### src/hdl/aeas_pkg.sv
// Shared widths, types, network coefficients and helper functions of the anomaly scorer.
package aeas_pkg;

    // Fixed-point formats.
    localparam int FRAC_BITS   = 16;
    localparam int WEIGHT_FRAC = 14;
    localparam int NUM_IN      = 4;
    localparam int NUM_HID     = 2;

    // Port widths.
    localparam int RAW_W   = 9;
    localparam int OXY_W   = 7;
    localparam int SCORE_W = 23;

    // Normalizer widths. A reading that reaches the span saturates, so the
    // offset that is divided always fits in SPAN_W bits.
    localparam int SPAN_W    = 7;
    localparam int NUMER_W   = FRAC_BITS + SPAN_W;
    localparam int DIV_SHIFT = NUMER_W;
    localparam int RECIP_W   = FRAC_BITS + 3;
    localparam int QPROD_W   = NUMER_W + RECIP_W;

    // Datapath widths.
    localparam int NUM_W      = FRAC_BITS + 1;
    localparam int ACT_W      = FRAC_BITS + 2;
    localparam int COEF_W     = 16;
    localparam int ENC_PROD_W = NUM_W + 1 + COEF_W;
    localparam int DEC_PROD_W = ACT_W + 1 + COEF_W;
    localparam int ACC_W      = FRAC_BITS + 20;
    localparam int ERR_W      = FRAC_BITS + 3;
    localparam int MAG_W      = FRAC_BITS + 2;
    localparam int SQ_W       = 2 * MAG_W;
    localparam int SUM_W      = SQ_W + 2;
    localparam int SCALED_W   = SUM_W + 5;
    localparam int SHIFTED_W  = SCALED_W - FRAC_BITS;
    localparam int SAT_W      = (SHIFTED_W > SCORE_W) ? SHIFTED_W : SCORE_W;

    typedef logic [RAW_W-1:0]          raw_t;
    typedef logic [NUM_W-1:0]          num_t;
    typedef logic [ACT_W-1:0]          act_t;
    typedef logic signed [COEF_W-1:0]  coef_t;
    typedef logic signed [ACC_W-1:0]   acc_t;
    typedef logic [SCORE_W-1:0]        score_t;
    typedef raw_t [NUM_IN-1:0]         raw_vec_t;
    typedef num_t [NUM_IN-1:0]         num_vec_t;
    typedef act_t [NUM_HID-1:0]        hid_vec_t;
    typedef act_t [NUM_IN-1:0]         out_vec_t;

    localparam num_t   NUM_ONE    = {1'b1, {FRAC_BITS{1'b0}}};
    localparam acc_t   ROUND_HALF = acc_t'(1) <<< (WEIGHT_FRAC - 1);
    localparam score_t SCORE_MAX  = '1;

    // Normalization limits: systolic, diastolic, heart rate, SpO2.
    localparam raw_t NORM_LO [NUM_IN] = '{9'd80, 9'd50, 9'd40, 9'd80};
    localparam logic [SPAN_W-1:0] NORM_SPAN [NUM_IN] = '{7'd100, 7'd70, 7'd100, 7'd20};
    localparam logic [SPAN_W-1:0] NORM_HALF [NUM_IN] = '{
        SPAN_W'(100 / 2), SPAN_W'(70 / 2), SPAN_W'(100 / 2), SPAN_W'(20 / 2)};

    // Truncated reciprocals of the spans; the quotient they give is low by
    // at most one and is corrected after a remainder check.
    localparam logic [RECIP_W-1:0] NORM_RECIP [NUM_IN] = '{
        RECIP_W'((64'd1 << DIV_SHIFT) / 100),
        RECIP_W'((64'd1 << DIV_SHIFT) / 70),
        RECIP_W'((64'd1 << DIV_SHIFT) / 100),
        RECIP_W'((64'd1 << DIV_SHIFT) / 20)};

    // Network coefficients in signed Q2.14.
    localparam coef_t ENC_W [NUM_HID][NUM_IN] = '{
        '{16'sd8192, 16'sd7373, 16'sd4915, -16'sd1638},
        '{-16'sd3277, -16'sd2458, 16'sd1638, 16'sd13107}};
    localparam coef_t ENC_B [NUM_HID] = '{16'sd1638, 16'sd1638};
    localparam coef_t DEC_W [NUM_IN][NUM_HID] = '{
        '{16'sd8192, -16'sd3277},
        '{16'sd7373, -16'sd2458},
        '{16'sd4915, 16'sd1638},
        '{-16'sd1638, 16'sd13107}};
    localparam coef_t DEC_B [NUM_IN] = '{16'sd819, 16'sd819, 16'sd819, 16'sd1638};

    // Bias aligned to the accumulator's fraction.
    function automatic acc_t bias_term(input coef_t b);
        acc_t ext;
        ext = acc_t'(b);
        return ext <<< FRAC_BITS;
    endfunction

    // ReLU, then round the accumulator back to the activation fraction.
    function automatic act_t relu_round(input acc_t acc);
        acc_t rnd;
        act_t res;
        rnd = acc + ROUND_HALF;
        if (acc <= 0)
        begin
            res = '0;
        end
        else
        begin
            res = rnd[WEIGHT_FRAC +: ACT_W];
        end
        return res;
    endfunction

endpackage

### src/hdl/aeas_norm.sv
// Three-stage min-max normalizer for the four readings.
module aeas_norm (
    input  logic              clk,
    input  logic              rst_n,
    input  logic              in_valid,
    input  aeas_pkg::raw_vec_t raw,
    output logic              out_valid,
    output aeas_pkg::num_vec_t norm
);
    import aeas_pkg::*;

    logic [2:0] valid_reg;

    // Stage one: offset, range flags and the scaled numerator.
    logic [NUMER_W-1:0] numer_next [NUM_IN];
    logic               zero_next  [NUM_IN];
    logic               sat_next   [NUM_IN];
    logic [NUMER_W-1:0] numer1_reg [NUM_IN];
    logic               zero1_reg  [NUM_IN];
    logic               sat1_reg   [NUM_IN];

    // Stage two: quotient estimate from the reciprocal.
    num_t               quot_next  [NUM_IN];
    num_t               quot2_reg  [NUM_IN];
    logic [NUMER_W-1:0] numer2_reg [NUM_IN];
    logic               zero2_reg  [NUM_IN];
    logic               sat2_reg   [NUM_IN];

    // Stage three: remainder correction and clamping.
    num_t norm_next [NUM_IN];
    num_t norm_reg  [NUM_IN];

    always_comb
    begin
        logic signed [RAW_W:0] diff;
        for (int k = 0; k < NUM_IN; k++)
        begin
            diff = $signed({1'b0, raw[k]}) - $signed({1'b0, NORM_LO[k]});
            zero_next[k]  = (diff <= 0);
            sat_next[k]   = (diff >= $signed({{(RAW_W + 1 - SPAN_W){1'b0}}, NORM_SPAN[k]}));
            numer_next[k] = {diff[SPAN_W-1:0], {FRAC_BITS{1'b0}}}
                            + NUMER_W'(NORM_HALF[k]);
        end
    end

    always_comb
    begin
        logic [QPROD_W-1:0] qprod;
        for (int k = 0; k < NUM_IN; k++)
        begin
            qprod        = QPROD_W'(numer1_reg[k]) * QPROD_W'(NORM_RECIP[k]);
            quot_next[k] = qprod[DIV_SHIFT +: NUM_W];
        end
    end

    always_comb
    begin
        logic [NUMER_W:0] back;
        logic [NUMER_W:0] rem;
        logic             fix;
        for (int k = 0; k < NUM_IN; k++)
        begin
            back = (NUMER_W + 1)'(quot2_reg[k]) * (NUMER_W + 1)'(NORM_SPAN[k]);
            rem  = {1'b0, numer2_reg[k]} - back;
            fix  = (rem >= (NUMER_W + 1)'(NORM_SPAN[k]));
            if (zero2_reg[k])
            begin
                norm_next[k] = '0;
            end
            else if (sat2_reg[k])
            begin
                norm_next[k] = NUM_ONE;
            end
            else
            begin
                norm_next[k] = quot2_reg[k] + num_t'(fix);
            end
        end
    end

    // Valid bits follow the words down the stages.
    always_ff @(posedge clk or negedge rst_n)
    begin
        if (!rst_n)
        begin
            valid_reg <= '0;
        end
        else
        begin
            valid_reg <= {valid_reg[1:0], in_valid};
        end
    end

    // Payload registers.
    always_ff @(posedge clk)
    begin
        for (int k = 0; k < NUM_IN; k++)
        begin
            numer1_reg[k] <= numer_next[k];
            zero1_reg[k]  <= zero_next[k];
            sat1_reg[k]   <= sat_next[k];
            quot2_reg[k]  <= quot_next[k];
            numer2_reg[k] <= numer1_reg[k];
            zero2_reg[k]  <= zero1_reg[k];
            sat2_reg[k]   <= sat1_reg[k];
            norm_reg[k]   <= norm_next[k];
        end
    end

    assign out_valid = valid_reg[2];

    always_comb
    begin
        for (int k = 0; k < NUM_IN; k++)
        begin
            norm[k] = norm_reg[k];
        end
    end

endmodule

### config.mk
export PLATFORM = sky130hd
export DESIGN_NAME = aeas_norm
export DESIGN_NICKNAME = d
export VERILOG_FILES = /design/src/hdl/aeas_pkg.sv /design/src/hdl/aeas_norm.sv
export SDC_FILE = /design/constraint.sdc
export NUM_CORES = 1
export LEC_CHECK = 0
export BUFFER_PORTS_ARGS = -buffer_cell sky130_fd_sc_hd__buf_4
export CAP_MARGIN = 20
export CORE_ASPECT_RATIO = 2
export CORE_MARGIN = 1
export CORE_UTILIZATION = 45
export DETAILED_ROUTE_END_ITERATION = 8
export GPL_ROUTABILITY_DRIVEN = 0
export MAX_ROUTING_LAYER = met4
export PLACE_DENSITY = 0.62
export SLEW_MARGIN = 40
export SYNTH_ARGS = -nofsm -noshare
export SYNTH_HDL_FRONTEND = slang
export SYNTH_SLANG_ARGS = --single-unit
export TNS_END_PERCENT = 1
### constraint.sdc
create_clock -name clk -period 5.8 [get_ports clk]
set_input_delay 0.29 -clock clk [delete_from_list [all_inputs] [get_ports clk]]
set_output_delay 0.29 -clock clk [all_outputs]
set_load 0.02 [all_outputs]
## Word-level counts from Yosys, hierarchy flattened

Memory sizes are Yosys's and may differ from the RTL's.
Cells that the tools add are included.

| operators by class | value |
|---|---|
| $add $sub $neg | 16 |
| multiplexer cells | 8 |
| order comparisons | 12 |
| multipliers | 8 |

Operators with widths:

| cell | count |
|---|---|
| 2-to-1 mux 17 bit | 8 |
| multiplier 23 x 16 -> 39 bit, second input constant | 2 |
| greater-or-equal comparator 24 x 7 -> 1 bit, second input constant | 3 |
| subtractor 23 x 24 -> 24 bit | 3 |
| adder 23 x 6 -> 23 bit, second input constant | 3 |
| adder 17 x 1 -> 17 bit | 4 |
| multiplier 17 x 5 -> 22 bit, second input constant | 2 |
| less-or-equal comparator 10 x 1 -> 1 bit, second input constant | 4 |
| multiplier 23 x 17 -> 40 bit, second input constant | 1 |
| multiplier 23 x 18 -> 39 bit, second input constant | 1 |
| greater-or-equal comparator 10 x 8 -> 1 bit, second input constant | 3 |
| greater-or-equal comparator 24 x 5 -> 1 bit, second input constant | 1 |
| subtractor 23 x 22 -> 24 bit | 1 |
| adder 23 x 4 -> 23 bit, second input constant | 1 |
| multiplier 17 x 6 -> 23 bit, second input constant | 1 |
| multiplier 17 x 3 -> 20 bit, second input constant | 1 |
| subtractor 9 x 6 -> 10 bit, second input constant | 2 |
| subtractor 9 x 7 -> 10 bit, second input constant | 2 |
| greater-or-equal comparator 10 x 6 -> 1 bit, second input constant | 1 |

| storage, ports and cells | value |
|---|---|
| memories | 8 |
| logic and storage cells | 53 |
| output and inout port bits | 69 |
| flip-flop bits (word level) | 3 |
| memory bits (writable) | 336 |

Memory list:

| name | words | width | rd ports | clocked after Yosys merged registers in | wr ports | RTL line | RTL |
|---|---|---|---|---|---|---|---|
| numer1_reg | 4 | 23 | 4 | 0 | 4 | aeas_norm.sv:18 | `logic [NUMER_W-1:0] numer1_reg [NUM_IN];` |
| numer2_reg | 4 | 23 | 4 | 0 | 4 | aeas_norm.sv:25 | `logic [NUMER_W-1:0] numer2_reg [NUM_IN];` |
| norm_reg | 4 | 17 | 4 | 0 | 4 | aeas_norm.sv:31 | `num_t norm_reg [NUM_IN];` |
| quot2_reg | 4 | 17 | 4 | 0 | 4 | aeas_norm.sv:24 | `num_t quot2_reg [NUM_IN];` |
| sat1_reg | 4 | 1 | 4 | 0 | 4 | aeas_norm.sv:20 | `logic sat1_reg [NUM_IN];` |
| sat2_reg | 4 | 1 | 4 | 0 | 4 | aeas_norm.sv:27 | `logic sat2_reg [NUM_IN];` |
| +2 memories | n/a | n/a | n/a | n/a | n/a | n/a |  |

## Logic depth before layout (Yosys ltp)

Gate-level depths: netlist of the first run.
An unclocked memory read counts as a cell.

| logic depth | value |
|---|---|
| word-level depth | 7 |
| mapped depth | 36 |

## Worst setup path before layout of the first run

Ideal clock, no wire load.

| timing | value |
|---|---|
| path type | flip-flop to flip-flop |
| from | memory quot2_reg[0][6] in the netlist's numbering |
| to | memory norm_reg[0][16] in the netlist's numbering |
| path slack | -0.482 ns |
| cell stages (with the launch flop) | 33 |
| data arrival time | 6.171 ns |
| setup time | 0.111 ns |
| cell sequence | dfxtp_1 ha_1 ha_1 inv_1 fa_1 inv_1 ha_1 and3_1 nor2b_1 o311a_1 o21ai_0 nand2_1 a31o_2 a211oi_1 o21bai_1 a21oi_1 xor2_1 ha_1 and4b_1 a32oi_1 nand4_1 nor3_1 nand4b_1 nor4_1 o2111ai_1 ha_1 ha_1 and3_1 and3_1 nand4_1 xnor2_1 nor2_1 nor2_1 |

RTL lines:

| what | RTL line |
|---|---|
| start, declared | aeas_norm.sv:24 |
| end, declared | aeas_norm.sv:31 |

==> PnR_summary.wiki, run 1 <==
{| class="wikitable"
! Metric !! Value
|-
| Endpoint of the worst hold path || sat1_reg[0]
|-
| Number of buffer cells added on primary ports || 107
|-
| Via-per-instance ratio || 5.29
|-
| Wire length of the first global-routing pass || 101,000 um
|-
| Die Ht || around 330 um
|-
| Longest Clk Path Bufs || 3
|-
| Synth Instances || 2,647
|-
| Overflow left after global routing || 0
|-
| Starting DRT DRC Count || 487
|-
| Largest cells by area after synthesis || ha_1 (31%), dfxtp_1 (17%), fa_1 (12%)
|-
| Clock period minus final worst setup slack || 6.36 ns
|-
| Clock-pin transition on the worst setup and hold timing paths || 0.07 ns
|-
| Worst endpoint required time || 6.28 ns
|-
| Routed wl met3 || 1500 um
|-
| Crit path max fanout || 5
|-
| CP max-delay cell || fa_1
|-
| Remaining antenna violation count after routing || 0
|-
| IO Pins || 108
|-
| Met2 routed WL || 36,600 um
|-
| Placement-stage worst setup slack || -1.45 ns
|-
| R2r worst-path depth || 34
|-
| Sequential area share after synthesis || between 10% and 20%
|-
| Share of the synthesized area in the top cell type || 31.5%
|-
| Fillers || 4,741
|-
| Buf+Inv Stages, Crit Path || 4
|-
| Total of warnings raised by yosys || 0
|-
| Layout overhead on the synthesized area || 23.4%
|-
| Clock Sinks || ~210
|-
| Die area || 54,100 sq um
|-
| Worst path setup slack after routing || -0.564 ns
|-
| Combined area of all synthesized cells || 23,900 sq um
|-
| CORE AREA || 52,600 sq um
|-
| WHS Path Cells || 2
|-
| Kind of cell adding the most delay to the critical path || adder cells
|-
| Worst Path Arrival || 6.84 ns
|-
| Count of endpoints failing setup in the final report || between 50 and 60
|-
| Nature of the critical path endpoint || register
|-
| Total count of hold-check failures in the final report || 0
|-
| Worst reg2reg path endpoint || norm_reg[1][16]
|-
| Violated checks || setup timing
|-
| Post-synth ARST share || 1.42%
|-
| Worst-case headroom to the max-slew limit || about 44%
|-
| Clock root buffer || clkbuf_16
|-
| Most Frequent Cell on Critical Path || ha_1
|-
| Share of the clock period used by the worst path || 110%
|-
| Startpoint types || register
|-
| Ys flop type || dfxtp_1
|-
| Transition time at the pin with the least slew margin || 0.816 ns
|-
| Most area-hungry cell type in the Yosys netlist || ha_1
|-
| Final-report max-slew violation count || 0
|-
| Reg2reg start || quot2_reg[1][9]
|-
| Overall die width || 165 um
|-
| Post-route cell area || a little under 30,000 sq um
|-
| Share of cells above drive strength 1 || 19.7%
|-
| Met1 wire length || 20,400 um
|-
| Drt total wl || 62,700 um
|-
| Setup repair after global routing missed its margin || yes
|-
| First-pass DRT Iterations || 4
|-
| Layout Nets || 3,856
|-
| Count of unresolved DRC violations after routing || 0
|-
| Post-synth EDFFs || 0
|-
| Cell variety after synth || 87
|-
| Half-perimeter wire length after placement || 53,100 um
|-
| Start point of the worst min-delay path || raw[7]
|-
| Worst setup path class || reg -> reg
|-
| Site row count || 119
|-
| Number of global-route vias before repair || 21.7k
|-
| Setup slack of the worst register-to-register path || -0.56 ns
|-
| Combined global-route utilization of all metal layers || 24.4%
|-
| Max frequency || 0.157 GHz
|-
| Effective utilization at floorplan || 45.5%
|-
| Depth of the CTS H-tree || 1
|-
| Average wire per cell in the routed design || between 15 and 20 um
|-
| Net count of the mapped netlist || 3,427
|-
| Number of antenna violations at the first check in global routing || 2
|-
| Status || finished with violations
|-
| Post-place instance area || 27,600 sq um
|-
| Via total after detailed routing || 19.9k
|-
| Final worst clock skew || 0.0236 ns
|-
| Pin count of the biggest net entering global routing || 17
|-
| Class of the tightest hold or removal check || in -> reg
|-
| Average footprint of a synthesized cell || roughly 9 sq um
|-
| Top routing layer in use || met4
|-
| Longest individual stage delay on the worst path || 0.53 ns
|-
| Max-cap violations || 0
|-
| Inserted Clock Buffers || 22
|-
| TritonCTS clock tree || yes
|-
| #FFs+latches synth || 211
|-
| Clock latency reported for the late side of the worst-skew pair || between 0.5 and 0.6 ns
|}
-- worst register-to-register path, delay by kind of cell (launching register included) --
kind                     cells  cell delay [ns]
AO/OA/AOI/OAI                9             1.47
XOR/XNOR                     2             0.30
flip-flops                   1             0.33
buffers and inverters        4             0.42
adder cells (fa/ha/maj)      7             2.24
AND/OR/NAND/NOR             12             1.59
-- synthesized netlist by cell type (14+ instances only) --
cell type / n
and2_1: 15
o21bai_1: 14
nand3_1: 45
a31oi_1: 21
or2_2: 16
fa_1: 139
nor2b_1: 27
nand2b_1: 20
inv_1: 515
and3_1: 29
a21o_1: 36
xor2_1: 71
nor2_1: 201
a21oi_1: 95
o21a_1: 27
dfxtp_1: 208
clkbuf_1: 15
o21ai_0: 60
ha_1: 602
nor3_1: 55
nor4_1: 16
xnor2_1: 123
nand4_1: 27
nand2_1: 79
-- routing by layer --
layer | track usage, % | up-vias
met5 | - | -
met4 | 15.7 | 0
met3 | 2.17 | 221
met2 | 49.4 | 382
met1 | 20.0 | 9482
li1 | - | 9798
-- final cells by class --
class | count | area [sq um] | share of cell area [%]
repair buffers | 421 | 3250 | 11.0
flip-flops and latches | 211 | 4270 | 14.5
clock buffers | 27 | 591 | 2.00
clock inverters | 11 | 171 | 0.580
well taps | 665 | 832 | 2.82
diodes | 2 | 5.00 | 0.0169
multi-input cells | 1905 | 18500 | 62.6
inverters | 515 | 1940 | 6.55
-- cells in the final DEF (no fill, tap or decap), types with 7 or more instances in the layout --
cell           count
clkbuf_16         23
and4_1             9
xnor2_1          110
ha_1             565
and3_1            17
inv_1            509
a211oi_1          10
nand4_1           27
or2_2             14
a21oi_1           85
dlygate4sd3_1     28
xor2_1            70
o21bai_1          13
ha_4              27
a21o_1            36
a211o_1            7
nand3_1           39
nor2b_1           26
nor2_1           198
a21oi_2           13
fa_1             136
o21ai_0           53
nor4_1            16
mux2i_1            7
ha_2              10
buf_4            389
nand2_1           76
o31ai_1           10
dfxtp_2           12
a31oi_1           19
o21a_1            27
or3_1             12
nor3_1            54
dfxtp_1          191
o211ai_1          10
and2_1            14
nand2b_1          20
xnor2_2           13
and3_4            12
-- cell families after synthesis --
family | count (synthesis) | synth area share (%)
and+or+nand+nor | 577 | 12.1
buffers and inverters | 531 | 8.34
DFF | 211 | 17.7
AOI/OAI and AO/OA | 382 | 11.2
xor gates and xnor gates | 194 | 7.10
muxes | 11 | 0.497
adders and majority gates | 741 | 43.1
-- repair_timing --
item | in CTS | in global routing
hold endpoints to repair | 31 | 0
pin swaps | 54 | 71
hold buffers | 28 | 0
buffers inserted | 10 | 12
endpoints found under the setup margin | 64 | 67
resized for setup | 80 | 65
-- how the worst max path moves through the flow --
stage	slack, ns	start	depth (start not counted)	to
5_1_grt	-0.80	quot2_reg[1][9]	34	norm_reg[1][16]
6_report	-0.56	quot2_reg[1][9]	34	norm_reg[1][16]
2_1_floorplan	-0.05	quot2_reg[2][4]	34	norm_reg[2][16]
3_3_place_gp	-1.45	quot2_reg[2][4]	32	norm_reg[2][16]
4_1_cts	-0.64	quot2_reg[2][4]	34	norm_reg[2][16]
3_5_place_dp	-1.45	quot2_reg[2][4]	32	norm_reg[2][16]
-- metrics by stage --
| step | hold WS [ns] | utilization, % | cells | setup TNS [ns] |
|---|---|---|---|---|
| 2_1_floorplan | -0.00559 | - | 2647 | -0.220 |
| 3_3_place_gp | 0.0783 | 52.5 | 3667 | -25.52 |
| 3_5_place_dp | 0.0809 | 52.5 | 3667 | -33.28 |
| 4_1_cts | 0.00573 | 55.4 | 3743 | -17.21 |
| 5_1_grt | 0.0334 | 56.2 | 3757 | -33.24 |
| 6_report | 0.0455 | 56.2 | 3757 | -16.85 |
Power of run 1 is not shown: default switching activity piles up to over one toggle a cycle in this logic, so the estimate is an artifact.
==> run 2: changes to the inputs <==
Settings changed: ABC_AREA set to 1.
==> run 2 against run 1 <==
The flow now finishes without violations; routed wire length is 2.2% higher; setup slack better by 0.76 ns; hold slack got worse by 0.013 ns; final cell count increased by 22%; global-route usage is 1.3 points lower; critical path depth up 10; first-iteration DRC count grew 14%; register-to-register slack better by 0.76 ns; flip-flop and latch count stayed put; design area grew 7.3%; largest cell class unchanged; core utilization shrank 0.084 points; via count is 13% higher.
==> PnR_summary.wiki, run 2 <==
{| class="wikitable"
! Metric !! Value
|-
| Status || finished, final reports clean
|-
| Share of cells above drive strength 1 || 19.1% (-0.54 points)
|-
| Net count of the mapped netlist || 4,167 (+22%)
|-
| Pin count of the biggest net entering global routing || 17 (unchanged)
|-
| Wire length of the first global-routing pass || 104,000 um (+3.0%)
|-
| Drt total wl || 64,100 um (+2.2%)
|-
| Launch point of the worst path || quot2_reg[1][8]
|-
| Starting DRT DRC Count || 557 (+14%)
|-
| Setup repair after global routing missed its margin || yes
|-
| Clock-pin transition on the worst setup and hold timing paths || 0.07 ns (about the same)
|-
| Clock root buffer || clkbuf_16
|-
| Depth of the CTS H-tree || 1 (unchanged)
|-
| Worst Path Arrival || 6.06 ns (-0.78 ns)
|-
| Worst-case headroom to the max-slew limit || 55.1% (+11 points)
|-
| Nature of the critical path endpoint || register
|-
| Number of antenna violations at the first check in global routing || 0 (-2)
|-
| Inserted Clock Buffers || 24 (+9.1%)
|-
| Most area-hungry cell type in the Yosys netlist || ha_1
|-
| Ys flop type || dfxtp_1
|-
| Commonest cells after routing, fill and taps aside || inv_1 (731), nand2_1 (589), ha_1 (554)
|-
| Longest Clk Path Bufs || 3 (unchanged)
|-
| Share of the clock period used by the worst path || 96.6% (-13 points)
|-
| Layout Nets || 4,582 (+19%)
|-
| Share of the synthesized area in the top cell type || 29.2% (-2.3 points)
|-
| Largest cells by area after synthesis || ha_1 (29%), dfxtp_1 (16%), inv_1 (11%)
|-
| Average wire per cell in the routed design || 14.0 um (-16%)
|-
| IO Pins || 108 (unchanged)
|-
| Via-per-instance ratio || 4.91 (-7.3%)
|-
| #FFs+latches synth || 211 (unchanged)
|-
| Half-perimeter wire length after placement || 54,300 um (+2.2%)
|-
| Final worst clock skew || 0.0142 ns (-0.00940 ns)
|-
| Worst setup path class || reg -> reg
|-
| Site row count || 123 (+3.4%)
|-
| Cell variety after synth || 52 (-40%)
|-
| Worst path setup slack after routing || 0.196 ns (+0.760 ns)
|-
| Post-synth EDFFs || 0 (unchanged)
|-
| Post-synth ARST share || 1.42% (unchanged)
|-
| Most common cell after layout, fill and taps aside || inv_1
|-
| Overflow left after global routing || 0 (unchanged)
|-
| Via total after detailed routing || 22.4k (+13%)
|-
| Clock latency reported for the late side of the worst-skew pair || 0.56 ns (about the same)
|-
| Ranking of synthesized cells by instance count || inv_1 (763), nand2_1 (632), ha_1 (602)
|-
| TritonCTS clock tree || yes
|-
| Combined area of all synthesized cells || 25,800 sq um (+7.8%)
|-
| CP max-delay cell || fa_1
|-
| Cell Count Post-Placement || 4,484 (+22%)
|-
| Transition time at the pin with the least slew margin || 0.666 ns (-0.150 ns)
|-
| Worst hold slack || 0.0325 ns (-0.0129 ns)
|-
| Remaining antenna violation count after routing || 0 (unchanged)
|-
| Placement-stage worst setup slack || -0.659 ns (+0.796 ns)
|-
| CORE AREA || 56,500 sq um (+7.5%)
|-
| Number of buffer cells added on primary ports || 107 (unchanged)
|-
| Clock Sinks || 211 (unchanged)
|-
| Reg2reg start || quot2_reg[1][8]
|-
| Longest individual stage delay on the worst path || 0.51 ns (-0.02 ns)
|-
| Synth Instances || 3,387 (+28%)
|-
| First-pass DRT Iterations || 5 (+1)
|-
| Diodes inserted || 0 (-2)
|-
| Total of warnings raised by yosys || 0 (unchanged)
|-
| Worst endpoint required time || 6.26 ns (-0.02 ns)
|-
| Average footprint of a synthesized cell || 7.61 sq um (-16%)
|-
| Max-cap violations || 0 (unchanged)
|-
| Overall die width || 171 um (+3.8%)
|-
| Max frequency || 0.178 GHz (+14%)
|-
| Combined global-route utilization of all metal layers || 23.1% (-1.3 points)
|-
| Number of global-route vias before repair || 23.1k (+6.6%)
|-
| Class of the tightest hold or removal check || in -> reg
|-
| Layout overhead on the synthesized area || 22.9%
|-
| Total count of hold-check failures in the final report || 0 (unchanged)
|-
| Clock period minus final worst setup slack || 5.60 ns (-0.760 ns)
|-
| Start point of the worst min-delay path || raw[14]
|-
| Most common cell in the synthesized netlist || inv_1
|-
| Crit path max fanout || 6 (+1)
|-
| Sequential area share after synthesis || 16.4% (-1.3 points)
|-
| Setup TNS || 0 ns (+16.85 ns)
|-
| Count of endpoints failing setup in the final report || 0 (-100%)
|-
| Count of unresolved DRC violations after routing || 0 (unchanged)
|-
| Startpoint types || register
|-
| Final-report max-slew violation count || 0 (unchanged)
|-
| Die area || 58,300 sq um (+7.7%)
|-
| Die Ht || 340 um (+3.8%)
|-
| Effective utilization at floorplan || 45.6% (+0.12 points)
|-
| Finished Layout Cells || 4,569 (+22%)
|}
run 2: cell types whose count changed in the layout (fill, tap and decap cells not counted), moves of 25 or more:
cell	before	now
a21o_1	36	9
a21oi_1	85	168
buf_4	389	364
inv_1	509	731
inv_2	5	38
nand2_1	76	589
nand2_2	4	62
nand3_1	39	142
nor2b_1	26	0
nor3_1	54	22
xnor2_1	110	56
run 2: cells by family (layout without fill, tap and decap cells):
logic type	after synthesis	in the layout	share of synthesized area [%]
compound gates	348	348	7.48
xor+xnor	142	142	4.83
fa+ha+maj	741	741	40.0
buf+inv	778	1210	11.3
flops	211	211	16.4
simple gates	1167	1167	19.9
run 2: final cells by class:
type | count | area (sq um)
clock buffers | 31 | 699
clock inverters | 12 | 87.6
fillers | 5345 | 24800
inverters | 771 | 2900
multi-input cells | 2398 | 19700
flip-flops and latches | 211 | 4280
well taps | 750 | 938
repair buffers | 396 | 3060
run 2: per-stage QoR:
step	area, sq um	utilization, %
6_report	31700	56.1
5_1_grt	31700	56.1
4_1_cts	30900	54.7
3_5_place_dp	29300	51.9
3_3_place_gp	29300	51.9
2_1_floorplan	25800	-
run 2: final timing paths:
path | to | slack [ns] | cells past startpoint
worst max-delay path | norm_reg[1][16] | 0.20 | 44
worst min-delay path | numer1_reg[1][21] | 0.03 | 4
worst max register to register | norm_reg[1][16] | 0.20 | 44
worst min register to register | sat2_reg[1] | 0.33 | 0
max in group asynchronous | valid_reg[2] | 5.65 | 2
min in group asynchronous | valid_reg[1] | 0.06 | 2
run 2: timing repair:
action                     CTS  global route
gates resized for setup    110           172
pin swaps                   48            85
hold buffers                28             0
hold endpoints to repair    29             0
setup endpoints to repair   22            28
buffers inserted             7             7
run 2: layer usage:
layer  up-vias  routed length (um)  GRT usage (%)
li1      11571                   -              -
met1     10330               21700           19.5
met2       320               37100           47.3
met3       194                1290           1.78
met4         0                3990           13.2
met5         -                   0              -
run 2: worst max-delay path: cells and delay by family (launching register included):
family	cells	cell delay [ns]
DFF	1	0.34
xor gates and xnor gates	1	0.13
adders and majority gates	7	1.90
buffers and inverters	13	1.06
and+or+nand+nor	19	1.66
AOI/OAI and AO/OA	4	0.38
Power of run 2 is left out for the same reason.
==> run 3: changes to the inputs <==
Settings changed: CELL_PAD_IN_SITES_DETAIL_PLACEMENT set to 1, CELL_PAD_IN_SITES_GLOBAL_PLACEMENT set to 2, CORE_UTILIZATION 45 to 41, PLACE_DENSITY 0.62 to 0.86.
Clock period 5.8 ns to 6.9 ns, I/O delays scaled along.
==> run 3 against run 2 <==
The run now ends with DRC left; clock skew grew 0.023 ns; register-to-register slack better by 0.34 ns; critical path depth is 2 lower; design area fell by 9.5%; critical path type unchanged.
==> PnR_summary.wiki, run 3 (synthesis gave the netlist of run 2 again) <==
{| class="wikitable"
! Metric !! Value
|-
| First-pass DRT Iterations || 7 (+2)
|-
| Reg2reg start || quot2_reg[0][6]
|-
| Longest Clk Path Bufs || 3 (unchanged)
|-
| Wire length of the first global-routing pass || 117,000 um (+12%)
|-
| Number of antenna violations at the first check in global routing || 1 (+1)
|-
| Crit path max fanout || 5 (-1)
|-
| Transition time at the pin with the least slew margin || 0.753 ns (+0.0872 ns)
|-
| Worst Path Arrival || 6.88 ns (+0.82 ns)
|-
| Pin count of the biggest net entering global routing || 17 (unchanged)
|-
| Area of the multi-input gates || 18,700 sq um (-5.0%)
|-
| Worst path setup slack after routing || 0.532 ns (+0.337 ns)
|-
| Status || finished with violations
|-
| CP max-delay cell || fa_1
|-
| WHS Path Cells || 2 (-2)
|-
| Worst reg2reg path endpoint || norm_reg[0][16]
|-
| Worst hold slack || 0.0283 ns (-0.00429 ns)
|-
| Clock root buffer || clkbuf_16
|-
| Worst setup path class || reg -> reg
|-
| Max frequency || 0.157 GHz (-12%)
|-
| Class of the tightest hold or removal check || in -> reg
|-
| Setup slack of the worst register-to-register path || 0.53 ns (+0.34 ns)
|-
| Clock Sinks || 211 (unchanged)
|-
| Final worst clock skew || 0.0374 ns (+0.0233 ns)
|-
| Layout overhead on the synthesized area || 11.2%
|-
| Setup TNS || 0 ns (unchanged)
|-
| CORE AREA || 62,000 sq um (+9.7%)
|-
| Max-cap violations || 0 (unchanged)
|-
| Depth of the CTS H-tree || 1 (unchanged)
|-
| Total count of hold-check failures in the final report || 0 (unchanged)
|-
| Worst endpoint required time || 7.41 ns (+1.15 ns)
|-
| Nature of the critical path endpoint || register
|-
| Combined global-route utilization of all metal layers || 23.6% (+0.55 points)
|-
| Remaining antenna violation count after routing || 0 (unchanged)
|-
| Commonest cells after routing, fill and taps aside || inv_1 (763), nand2_1 (631), ha_1 (595)
|-
| Count of unresolved DRC violations after routing || 24 (+24)
|-
| Clock-pin transition on the worst setup and hold timing paths || 0.07 ns (about the same)
|-
| Starting DRT DRC Count || 425 (-24%)
|-
| Inserted Clock Buffers || 23 (-4.2%)
|-
| Die Ht || 357 um (+4.7%)
|-
| Fillers || 7,727 (+45%)
|-
| Violated checks || DRC
|-
| Post-place instance area || 27,600 sq um (-6.1%)
|-
| Number of global-route vias before repair || 24.8k (+7.0%)
|-
| Overall die width || 179 um (+4.7%)
|-
| Sequential cell area || 4250 sq um (-0.61%)
|-
| IO Pins || 108 (unchanged)
|-
| Clock period minus final worst setup slack || 6.37 ns (+0.763 ns)
|-
| Number of buffer cells added on primary ports || 107 (unchanged)
|-
| Half-perimeter wire length after placement || 62,500 um (+15%)
|-
| Most common cell after layout, fill and taps aside || inv_1
|-
| Final-report max-slew violation count || 0 (unchanged)
|-
| Share of cells above drive strength 1 || 7.89% (-11 points)
|-
| Post-route cell area || 28,700 sq um (-9.5%)
|-
| Count of endpoints failing setup in the final report || 0 (unchanged)
|-
| Startpoint types || register
|-
| Overflow left after global routing || 0 (unchanged)
|-
| Die area || 63,900 sq um (+9.7%)
|-
| Endpoint of the worst hold path || numer1_reg[1][22]
|-
| Drt total wl || 71,000 um (+11%)
|-
| Site row count || 129 (+4.9%)
|-
| Layout Nets || 4,314 (-5.8%)
|-
| Via-per-instance ratio || 5.07 (+3.3%)
|-
| Share of the clock period used by the worst path || 92.3% (-4.3 points)
|-
| Clock latency reported for the late side of the worst-skew pair || 0.57 ns (about the same)
|-
| R2r worst-path depth || 42 (-4.5%)
|-
| Via total after detailed routing || 22.0k (-1.9%)
|-
| Most Frequent Cell on Critical Path || nand2_1
|-
| Setup repair after global routing missed its margin || yes
|-
| Longest individual stage delay on the worst path || 0.50 ns (about the same)
|-
| Effective utilization at floorplan || 41.6% (-4.0 points)
|-
| Start point of the worst min-delay path || raw[15]
|-
| Placement-stage worst setup slack || -0.131 ns (+0.529 ns)
|-
| TritonCTS clock tree || yes
|-
| Average wire per cell in the routed design || 16.4 um (+17%)
|-
| Worst-case headroom to the max-slew limit || 49.7% (-5.3 points)
|}
==> run 3: cell types whose count changed in the layout (fill, tap and decap cells not counted), sizes merged <==
cell,change
buf,-257
dlygate4sd3,-10
clkbuf,-3
clkinvlp,-3
inv,+3
bufinv,+2
diode,+1
==> run 3: worst max-delay path by stage <==
stage / startpoint / slack, ns / cells after the start / to
after floorplan: quot2_reg[1][7] / 1.20 / 41 / norm_reg[1][16]
after global placement: quot2_reg[1][8] / 0.15 / 43 / norm_reg[1][16]
after detailed placement: quot2_reg[1][8] / -0.13 / 45 / norm_reg[1][16]
after CTS: quot2_reg[1][7] / 0.0003 / 45 / norm_reg[1][16]
after global routing: quot2_reg[1][11] / -0.05 / 40 / norm_reg[1][15]
final: quot2_reg[0][6] / 0.53 / 42 / norm_reg[0][16]
==> run 3: layout make-up <==
class                      instances  share of cell area [%]
sequential                       211                    14.8
inverter                         771                    10.1
tap                              786                    3.43
clock inverter                    14                   0.541
clock buffer                      28                    2.21
timing repair buffer             129                    3.54
antenna                            1                 0.00873
multi-input combinational       2398                    65.3
==> run 3: routing by layer <==
metal	routed length, um	vias to the layer above	share of wire [%]	track usage (%)
met5	0	-	0	-
met4	3130	0	4.4	9.58
met3	1450	154	2.0	1.79
met2	41100	270	58	48.3
met1	25300	10536	36	21.5
li1	-	11018	-	-
==> run 3: metrics by stage <==
stage               std cells  utilization (%)
detailed placement       4276             44.5
CTS                      4336             46.0
global placement         4276             44.5
global route             4338             46.3
finish                   4338             46.3
floorplan                3387                -
==> run 3: worst max-delay path: cells and delay by family, from the launching register on <==
kind | cells | cell delay (ns)
adders and majority gates | 7 | 2.19
and+or+nand+nor | 19 | 1.92
AOI/OAI and AO/OA | 7 | 1.22
buffers and inverters | 9 | 0.58
DFF | 1 | 0.42
==> run 3: repair_timing <==
| action | in CTS | in global routing |
|---|---|---|
| endpoints found under the hold margin | 20 | 0 |
| pin swaps | 0 | 3 |
| setup buffers | 0 | 1 |
| endpoints found under the setup margin | 3 | 14 |
| hold buffers | 18 | 0 |
| gates resized for setup | 3 | 43 |
Power of run 3 is left out for the same reason.
